--- src/hdl/t80_pkg.sv ---
// ----------------------------------------------------------------------------
// t80_pkg
// Shared types, constants and helpers of the small 8080-subset core.
// ----------------------------------------------------------------------------
package t80_pkg;

   localparam int unsigned DEF_MEM_DEPTH = 65536;
   localparam int unsigned GP_COUNT      = 6;

   // Word operation codes on the request channel.
   localparam logic [1:0] OP_WRITE = 2'd0;
   localparam logic [1:0] OP_READ  = 2'd1;
   localparam logic [1:0] OP_EXEC  = 2'd2;

   // Status codes on the response channel.
   localparam logic [1:0] STAT_OK      = 2'd0;
   localparam logic [1:0] STAT_HALTED  = 2'd1;
   localparam logic [1:0] STAT_UNKNOWN = 2'd2;

   // Register file indexes (B, C, D, E, H, L).
   localparam logic [2:0] REG_H = 3'd4;
   localparam logic [2:0] REG_L = 3'd5;

   // Instruction opcodes.
   localparam logic [7:0] OPC_NOP      = 8'h00;
   localparam logic [7:0] OPC_LD_B_N   = 8'h06;
   localparam logic [7:0] OPC_LD_C_N   = 8'h0E;
   localparam logic [7:0] OPC_LD_D_N   = 8'h16;
   localparam logic [7:0] OPC_LD_E_N   = 8'h1E;
   localparam logic [7:0] OPC_INC_HL   = 8'h23;
   localparam logic [7:0] OPC_LD_H_N   = 8'h26;
   localparam logic [7:0] OPC_DEC_HL   = 8'h2B;
   localparam logic [7:0] OPC_LD_L_N   = 8'h2E;
   localparam logic [7:0] OPC_LD_A_N   = 8'h3E;
   localparam logic [7:0] OPC_HALT     = 8'h76;
   localparam logic [7:0] OPC_LD_HL_A  = 8'h77;
   localparam logic [7:0] OPC_LD_A_B   = 8'h78;
   localparam logic [7:0] OPC_LD_A_C   = 8'h79;
   localparam logic [7:0] OPC_LD_A_D   = 8'h7A;
   localparam logic [7:0] OPC_LD_A_E   = 8'h7B;
   localparam logic [7:0] OPC_LD_A_H   = 8'h7C;
   localparam logic [7:0] OPC_LD_A_L   = 8'h7D;
   localparam logic [7:0] OPC_LD_A_HL  = 8'h7E;
   localparam logic [7:0] OPC_LD_A_A   = 8'h7F;
   localparam logic [7:0] OPC_ADD_A_B  = 8'h80;
   localparam logic [7:0] OPC_ADD_A_C  = 8'h81;
   localparam logic [7:0] OPC_ADD_A_D  = 8'h82;
   localparam logic [7:0] OPC_ADD_A_E  = 8'h83;
   localparam logic [7:0] OPC_ADD_A_H  = 8'h84;
   localparam logic [7:0] OPC_ADD_A_L  = 8'h85;
   localparam logic [7:0] OPC_ADD_A_HL = 8'h86;
   localparam logic [7:0] OPC_JP       = 8'hC3;

   // One access to the byte memory.
   typedef struct packed {
      logic        en;
      logic        we;
      logic [15:0] addr;
      logic [7:0]  wdata;
   } mem_req_type;

   // One finished response word.
   typedef struct packed {
      logic [7:0]  rdata;
      logic [15:0] pc;
      logic [7:0]  acc;
      logic [1:0]  status;
   } res_type;

   // Reduces a 16-bit address modulo the memory depth. For a depth of at
   // least 256 the quotient fits in eight bits and eight compare-and-subtract
   // steps are enough.
   function automatic logic [15:0] mem_index(input logic [15:0] a,
                                             input int unsigned depth);
      logic [23:0] v;
      logic [23:0] lim;
      v = {8'd0, a};
      for (int k = 7; k >= 0; k--) begin
         lim = 24'(depth) << k;
         if (v >= lim) begin
            v = v - lim;
         end
      end
      return v[15:0];
   endfunction

endpackage

--- src/hdl/t80_ifs.sv ---
// ----------------------------------------------------------------------------
// t80 channel interfaces
// Valid/ready channels for request words and response words.
// ----------------------------------------------------------------------------
interface t80_req_if;
   logic        valid;
   logic        ready;
   logic [1:0]  op;
   logic [15:0] addr;
   logic [7:0]  wdata;

   modport source (output valid, op, addr, wdata, input ready);
   modport sink   (input valid, op, addr, wdata, output ready);
endinterface


--- src/hdl/t80_seq.sv ---
// ----------------------------------------------------------------------------
// t80_seq
// Instruction sequencer: holds the CPU registers and steps each request word
// through its memory accesses.
// ----------------------------------------------------------------------------
module t80_seq (
   input  logic                  clock,
   input  logic                  reset,
   t80_req_if.sink               req,
   input  logic                  clr_busy,
   output t80_pkg::mem_req_type  mem_req,
   input  logic [7:0]            mem_rdata,
   output logic                  res_valid,
   input  logic                  res_ready,
   output t80_pkg::res_type      res
);
   import t80_pkg::*;

   localparam logic [2:0] S_IDLE   = 3'd0;
   localparam logic [2:0] S_RDATA  = 3'd1;
   localparam logic [2:0] S_OPC    = 3'd2;
   localparam logic [2:0] S_OPND   = 3'd3;
   localparam logic [2:0] S_HLDATA = 3'd4;
   localparam logic [2:0] S_JPLO   = 3'd5;
   localparam logic [2:0] S_JPHI   = 3'd6;
   localparam logic [2:0] S_DONE   = 3'd7;

   logic [2:0]  state_ff, state_in;
   logic [15:0] pc_ff, pc_in;
   logic [7:0]  a_ff, a_in;
   logic [7:0]  gp_ff [GP_COUNT];
   logic [7:0]  gp_in [GP_COUNT];
   logic        halted_ff, halted_in;
   logic [7:0]  opc_ff, opc_in;
   logic [7:0]  lo_ff, lo_in;
   logic [7:0]  rdata_ff, rdata_in;
   logic [1:0]  status_ff, status_in;

   logic        can_take;
   logic [15:0] hl;
   logic [15:0] hl_next;
   logic [7:0]  opc;

   assign hl  = {gp_ff[REG_H], gp_ff[REG_L]};
   assign opc = mem_rdata;

   assign can_take  = !clr_busy && (state_ff == S_IDLE || (state_ff == S_DONE && res_ready));
   assign req.ready = can_take;
   assign res_valid = (state_ff == S_DONE);

   always_comb begin
      state_in  = state_ff;
      pc_in     = pc_ff;
      a_in      = a_ff;
      gp_in     = gp_ff;
      halted_in = halted_ff;
      opc_in    = opc_ff;
      lo_in     = lo_ff;
      rdata_in  = rdata_ff;
      status_in = status_ff;
      hl_next   = hl;
      mem_req   = '0;

      unique case (state_ff)
         S_IDLE: begin
         end
         S_DONE: begin
            if (res_ready) begin
               state_in = S_IDLE;
            end
         end
         S_RDATA: begin
            rdata_in = mem_rdata;
            state_in = S_DONE;
         end
         S_OPC: begin
            opc_in   = opc;
            state_in = S_DONE;
            pc_in    = pc_ff + 16'd1;
            unique case (opc) inside
               OPC_NOP, OPC_LD_A_A: begin
               end
               OPC_INC_HL: begin
                  hl_next = hl + 16'd1;
               end
               OPC_DEC_HL: begin
                  hl_next = hl - 16'd1;
               end
               OPC_LD_A_N, OPC_LD_B_N, OPC_LD_C_N, OPC_LD_D_N, OPC_LD_E_N,
               OPC_LD_H_N, OPC_LD_L_N, OPC_JP: begin
                  pc_in        = pc_ff;
                  mem_req.en   = 1'b1;
                  mem_req.addr = pc_ff + 16'd1;
                  state_in     = (opc == OPC_JP) ? S_JPLO : S_OPND;
               end
               OPC_LD_HL_A: begin
                  mem_req.en    = 1'b1;
                  mem_req.we    = 1'b1;
                  mem_req.addr  = hl;
                  mem_req.wdata = a_ff;
               end
               OPC_LD_A_HL, OPC_ADD_A_HL: begin
                  pc_in        = pc_ff;
                  mem_req.en   = 1'b1;
                  mem_req.addr = hl;
                  state_in     = S_HLDATA;
               end
               OPC_LD_A_B, OPC_LD_A_C, OPC_LD_A_D, OPC_LD_A_E,
               OPC_LD_A_H, OPC_LD_A_L: begin
                  a_in = gp_ff[opc[2:0]];
               end
               OPC_ADD_A_B, OPC_ADD_A_C, OPC_ADD_A_D, OPC_ADD_A_E,
               OPC_ADD_A_H, OPC_ADD_A_L: begin
                  a_in = a_ff + gp_ff[opc[2:0]];
               end
               OPC_HALT: begin
                  pc_in     = pc_ff;
                  halted_in = 1'b1;
                  status_in = STAT_HALTED;
               end
               default: begin
                  status_in = STAT_UNKNOWN;
               end
            endcase
            gp_in[REG_H] = hl_next[15:8];
            gp_in[REG_L] = hl_next[7:0];
         end
         S_OPND: begin
            if (opc_ff == OPC_LD_A_N) begin
               a_in = mem_rdata;
            end else begin
               gp_in[opc_ff[5:3]] = mem_rdata;
            end
            pc_in    = pc_ff + 16'd2;
            state_in = S_DONE;
         end
         S_HLDATA: begin
            a_in     = (opc_ff == OPC_LD_A_HL) ? mem_rdata : a_ff + mem_rdata;
            pc_in    = pc_ff + 16'd1;
            state_in = S_DONE;
         end
         S_JPLO: begin
            lo_in        = mem_rdata;
            mem_req.en   = 1'b1;
            mem_req.addr = pc_ff + 16'd2;
            state_in     = S_JPHI;
         end
         S_JPHI: begin
            pc_in    = {mem_rdata, lo_ff};
            state_in = S_DONE;
         end
         default: begin
            state_in = S_IDLE;
         end
      endcase

      // A new word may enter in the same cycle that the previous result leaves.
      if (req.valid && can_take) begin
         rdata_in  = 8'd0;
         status_in = STAT_OK;
         state_in  = S_DONE;
         unique case (req.op)
            OP_WRITE: begin
               mem_req.en    = 1'b1;
               mem_req.we    = 1'b1;
               mem_req.addr  = req.addr;
               mem_req.wdata = req.wdata;
            end
            OP_READ: begin
               mem_req.en   = 1'b1;
               mem_req.addr = req.addr;
               state_in     = S_RDATA;
            end
            OP_EXEC: begin
               if (halted_ff) begin
                  status_in = STAT_HALTED;
               end else begin
                  mem_req.en   = 1'b1;
                  mem_req.addr = pc_ff;
                  state_in     = S_OPC;
               end
            end
            default: begin
            end
         endcase
      end
   end

   always_ff @(posedge clock) begin
      if (reset) begin
         state_ff  <= S_IDLE;
         pc_ff     <= '0;
         a_ff      <= '0;
         halted_ff <= 1'b0;
         for (int i = 0; i < GP_COUNT; i++) begin
            gp_ff[i] <= '0;
         end
      end else begin
         state_ff  <= state_in;
         pc_ff     <= pc_in;
         a_ff      <= a_in;
         halted_ff <= halted_in;
         gp_ff     <= gp_in;
      end
   end

   always_ff @(posedge clock) begin
      opc_ff    <= opc_in;
      lo_ff     <= lo_in;
      rdata_ff  <= rdata_in;
      status_ff <= status_in;
   end

   assign res.rdata  = rdata_ff;
   assign res.pc     = pc_ff;
   assign res.acc    = a_ff;
   assign res.status = status_ff;

endmodule

--- src/flat_wrapper.sv ---
// flat-port wrapper written by rule: the top's interface ports become plain ports
module t80_seq_flat import t80_pkg::*;
  (clock, reset, clr_busy, mem_req, mem_rdata, res_valid, res_ready, res, req_valid, req_op, req_addr, req_wdata, req_ready);
  t80_req_if req_i ();
  input  logic clock;
  input  logic reset;
  input  logic clr_busy;
  output t80_pkg::mem_req_type mem_req;
  input  logic [7:0] mem_rdata;
  output logic res_valid;
  input  logic res_ready;
  output t80_pkg::res_type res;
  input wire logic [$bits(req_i.valid)-1:0] req_valid;
  input wire logic [$bits(req_i.op)-1:0] req_op;
  input wire logic [$bits(req_i.addr)-1:0] req_addr;
  input wire logic [$bits(req_i.wdata)-1:0] req_wdata;
  output wire logic [$bits(req_i.ready)-1:0] req_ready;
  assign req_i.valid = req_valid;
  assign req_i.op = req_op;
  assign req_i.addr = req_addr;
  assign req_i.wdata = req_wdata;
  assign req_ready = req_i.ready;
  t80_seq u_core (.clock(clock), .reset(reset), .req(req_i), .clr_busy(clr_busy), .mem_req(mem_req), .mem_rdata(mem_rdata), .res_valid(res_valid), .res_ready(res_ready), .res(res));
endmodule
--- config.mk ---
export PLATFORM = sky130hd
export DESIGN_NAME = t80_seq_flat
export DESIGN_NICKNAME = d
export VERILOG_FILES = /design/src/hdl/t80_pkg.sv /design/src/hdl/t80_ifs.sv /design/src/hdl/t80_seq.sv /design/src/flat_wrapper.sv
export SDC_FILE = /design/constraint.sdc
export NUM_CORES = 1
export LEC_CHECK = 0
export ABC_AREA = 1
export BUFFER_PORTS_ARGS = -buffer_cell sky130_fd_sc_hd__buf_2
export CAP_MARGIN = 20
export CORE_ASPECT_RATIO = 1.75
export CORE_MARGIN = 2
export CORE_UTILIZATION = 43
export DETAILED_ROUTE_END_ITERATION = 7
export GPL_TIMING_DRIVEN = 0
export PLACE_DENSITY = 0.69
export SLEW_MARGIN = 20
export SYNTH_ARGS = -nofsm -noshare
export SYNTH_HDL_FRONTEND = slang
export SYNTH_SLANG_ARGS = --single-unit
--- constraint.sdc ---
create_clock -name clock -period 6 [get_ports clock]
set_input_delay 1.8 -clock clock [delete_from_list [all_inputs] [get_ports clock]]
set_output_delay 1.8 -clock clock [all_outputs]
set_load 0.05 [all_outputs]
# Yosys cells after proc, flatten, opt, wreduce, memory -nomap -nowiden
# Cells that the tools add are included.
[totals] romBits=0 out_inout_bits=62 ramBits=0 memories=0 word_cells=144 input_bits=39 reg_bits=102 latchBits=0
[op_classes] reduce_logical=31 bitwise_logic=3 n_lt_le_gt_ge=3 n_mux=42 n_addsub=6 div_mod_pow=0 n_shift=0 eq_ne=45 multipliers=0
[op_table] cell="$pmux W16 S2" n=5
[op_table] cell="$eq A8 B7 Y1 const B" n=11
[op_table] cell="$eq A8 B8 Y1 const B" n=8
[op_table] cell="$mux W8" n=8
[op_table] cell="$pmux W16 S4" n=1
[op_table] cell="$bwmux W48" n=1
[op_table] cell="$eq A8 B6 Y1 const B" n=6
[op_table] cell="$mux W16" n=3
[op_table] cell="$add A16 B1 Y16 const B" n=2
[op_table] cell="$reduce_or A27 Y1" n=1
[op_table] cell="$mux W26" n=1
[op_table] cell="$bmux W8 S3" n=1
[op_table] cell="$demux W8 S3" n=1
[op_table] cell="$pmux W8 S3" n=1
[op_table] cell="$reduce_or A11 Y1" n=2
[op_table] cell="$add A16 B2 Y16 const B" n=1
[op_table] cell="$add A8 B8 Y8" n=2
[op_table] cell="$eq A8 B5 Y1 const B" n=2
[op_table] cell="$pmux W8 S2" n=1
[op_table] cell="$sub A16 B1 Y16 const B" n=1
[op_table] cell="$eq A3 B3 Y1 const B" n=4
[op_table] cell="$mux W3" n=4
[op_table] cell="$pmux W3 S2" n=2
[op_table] cell="$pmux W3 S4" n=1
[op_table] cell="other kinds (35)" n=60

# Logic depth before layout (Yosys ltp)
[logic_depth] depth_word=8 mapped_depth=20 ltp_nobuf=19

# Least setup slack after synthesis
# Ideal clock, no wire load.
[synth_path] path_kind="input port to output port" startpoint="in res_ready" endpoint="out mem_req[10] in the netlist's numbering" cell_stages=4 path_buffers=0 required_time_ns=4.200 path_slack_ns=-0.072 t_arrival_ns=4.272 cell_sequence="nand2_1 -> a21oi_4 -> nand2_4 -> o311ai_0"
[synth_lines] item="start: declaration" line_no="flat_wrapper.sv:11" source="input logic res_ready;"
[synth_lines] item="end: declaration" line_no="flat_wrapper.sv:8" source="output t80_pkg::mem_req_type mem_req;"

==> results.cfg <==
[timing]
setup_viol = 0
period_share_pct = 96.2
fin_crit_ps = 5770
fin_tns_setup_ps = 0
worstMarginPinSlew_ps = 1040
timing.fmax_mhz = 173
rsz0062_at_grt = no
hold_viol = 0
slew_viol_final = 0
slew_headroom_pct = 30.6
fin_skew_ps = 16.9

[detailed_routing]
wl_met1_um = 10900
wl_per_cell_um = 18.8
drt-total-wl_um = 30400
highest_layer = met4
dr.pass1.iters = 5
vias_per_cell = 5.60
route.met3.wl_um = 1900
wl_met2_um = 15200
drt_first_iter_violations = 676
drc = 0
ant_nets = 0
vias = 9040

[run]
drv_cap = 0

[worst_setup_path]
cp_common_cell = buf_2
r2r-start = u_core.gp_ff[8]
slowest_stage = nor2_1
path_buf_inv = 6
setup.worst_path.start = mem_rdata[7]
critPathLaunchType = input pin
worst_ep_arrival_time_ps = 3970
crit_fanout = 10
r2r-end = u_core.a_ff[6]
worst-r2r-cell-count = 13
crit_family = buffers and inverters
cp_data_required_time_ps = 4200
cp.depth = 10
ff2ff_setup_slack_ps = 3370
cpPeakStageDelay_ps = 390
end_kind = primary output
crit_type = input pin to primary output
cp_cell_sequence = buf_2, buf_2, inv_2, nand4_4, nor3_4, inv_1, nor2_1, inv_1, o21ai_0, buf_2
endpoint = mem_req[24]

[clocking]
clk_pin_slew_worst_paths_ps = 70
clkSinkCount = 102
cts_root_buf = clkbuf_16
cts_tree = done
cts_buffer_depth = 2
htreeDepth = 3
clk_latency_ps = 370
cts_resized = 0
cts_hold_buffers = 0
numCtsBuffers = 9
post-cts-setup-buffer-count = 0

[floorplan]
die_area_um2 = 19800
start_util_pct = 43.5
ios = 101
die_h_um = 184
rows = 66
coreArea_um2 = 18400
die_w_um = 107

[synthesis]
synthesis.area_um2 = 8000
async_flop_share_pct = 0
synth_edf_count = 18
syn_area_per_cell_um2 = 6.35
synthFlopType = dfxtp_1
synth-seq-cells = 102
syn_nets = 1338
syn_inst = 1261
synth_warnings = 0
yosysSeqAreaShare_pct = 27.8
ys_types = 50

[placement]
dp.cells = 1598
numPortBuffers = 99
dp_hpwl_um = 24100
gp_congestion = 1.01

[power_and_ir_drop]
vdd_drop_max_mv = 0.265
p_leak_nw = 4.25
powerDensity_nw_per_um2 = 406

[final_layout]
mostFrequentLayoutCells = nand2_1, inv_1, nor2_1
final_common_cell = nand2_1
layout.nets = 1448
fin_cells = 1614
num_antenna_cells = 0
final_layout_size_suffix_gt1_share_pct = 14.3
area.growth.synth_to_final_pct = 13.6

[global_route]
grt.total_usage_pct = 30.7
grt_antenna_before_repair = 0
grt_pass1_wl_um = 46200
grt_overflow = 0
grt_pass1_vias = 8656
grt_max_degree = 18

[outcome]
outcome = finished, final reports clean

[hold_path]
hold_path_class = register to register
-- routing by layer --
layer	vias up	GRT usage, %
li1	4374	-
met1	4099	32.5
met2	434	54.4
met3	133	4.03
met4	0	23.3
met5	-	0
-- through the flow --
step | hold slack (ps) | utilization (%) | setup WS [ps] | total power [mW] | area (µm²)
floorplan | 424 | - | 377 | 2.47 | 8000
global placement | 433 | 47.8 | 292 | 3.04 | 8800
detailed placement | 440 | 47.8 | 303 | 3.05 | 8800
CTS | 451 | 49.4 | 298 | 3.65 | 9100
global route | 463 | 49.4 | 91.9 | 3.91 | 9100
finish | 448 | 49.4 | 226 | 3.69 | 9100
-- report_power, final --
group	leakage, nW	total, mW	switching [mW]	internal [mW]
Sequential	0.850	1.06	0.192	0.872
Clock	0.152	0.607	0.286	0.321
Combinational	3.25	2.02	1.44	0.582
Total	4.25	3.69	1.91	1.77
-- tightest hold or removal path: cells and delay by family (launching register included) --
kind            cells  cell delay [ps]
buf+inv             1               50
compound gates      1               50
flops               1              310
-- how the worst min path moves through the flow --
| stage | start | end | depth (start not counted) |
|---|---|---|---|
| finish | u_core.gp_ff[30] | u_core.gp_ff[30] | 2 |
| global route | u_core.gp_ff[30] | u_core.gp_ff[30] | 2 |
| CTS | u_core.gp_ff[30] | u_core.gp_ff[30] | 2 |
| detailed placement | u_core.gp_ff[30] | u_core.gp_ff[30] | 2 |
| global placement | u_core.gp_ff[27] | u_core.gp_ff[27] | 2 |
| floorplan | u_core.gp_ff[26] | u_core.gp_ff[26] | 2 |
-- flip-flops by register name, indices dropped and copies added, names as in the netlist --
register	count
u_core.rdata_ff	8
u_core.state_ff	3
u_core.gp_ff	48
u_core.lo_ff	8
u_core.opc_ff	8
u_core.pc_ff	16
u_core.status_ff	2
u_core.a_ff	8
u_core.halted_ff	1
-- layout make-up --
| class | instances | area [µm²] |
|---|---|---|
| Fill cell | 1964 | 9320 |
| Inverter | 144 | 548 |
| Sequential cell | 102 | 2220 |
| Timing Repair Buffer | 99 | 495 |
| Multi-Input combinational cell | 969 | 4980 |
| Tap cell | 238 | 298 |
| Clock buffer | 11 | 264 |
| Buffer | 46 | 250 |
| Clock inverter | 5 | 35.0 |
-- cell families (layout without fill, tap and decap cells) --
| logic type | after synthesis | count (layout) | synth area share [%] |
|---|---|---|---|
| and+or+nand+nor | 639 | 639 | 34.4 |
| AOI/OAI and AO/OA | 267 | 267 | 18.9 |
| buffers and inverters | 190 | 305 | 9.97 |
| DFF | 102 | 102 | 27.8 |
| adders and majority gates | 38 | 38 | 6.22 |
| xor gates and xnor gates | 25 | 25 | 2.74 |
-- cells in the mapped netlist, types with 3 or more instances --
library cell | instances | share of area, %
nand3b_1 | 6 | 0.56
inv_1 | 130 | 6.1
nand2_1 | 356 | 17
nand4_1 | 13 | 1.0
o22ai_1 | 11 | 0.86
o21ai_2 | 4 | 0.44
a22oi_1 | 13 | 1.2
nor2_2 | 11 | 0.86
inv_2 | 9 | 0.42
ha_1 | 35 | 5.5
buf_4 | 13 | 1.2
xnor2_1 | 8 | 0.88
edfxtp_1 | 18 | 6.8
xor2_1 | 17 | 1.9
o21ai_0 | 106 | 6.6
o211ai_1 | 13 | 1.2
a21o_1 | 3 | 0.28
nand3_1 | 102 | 6.4
a21oi_1 | 89 | 5.6
o21ai_1 | 12 | 0.75
clkbuf_1 | 20 | 0.94
fa_1 | 3 | 0.75
nor3_1 | 10 | 0.63
or2_2 | 5 | 0.39
nand2_2 | 7 | 0.55
dfxtp_1 | 84 | 21
nor2_4 | 3 | 0.42
nor2_1 | 118 | 5.5
buf_2 | 11 | 0.69
Power figures use the tool's default switching activity.
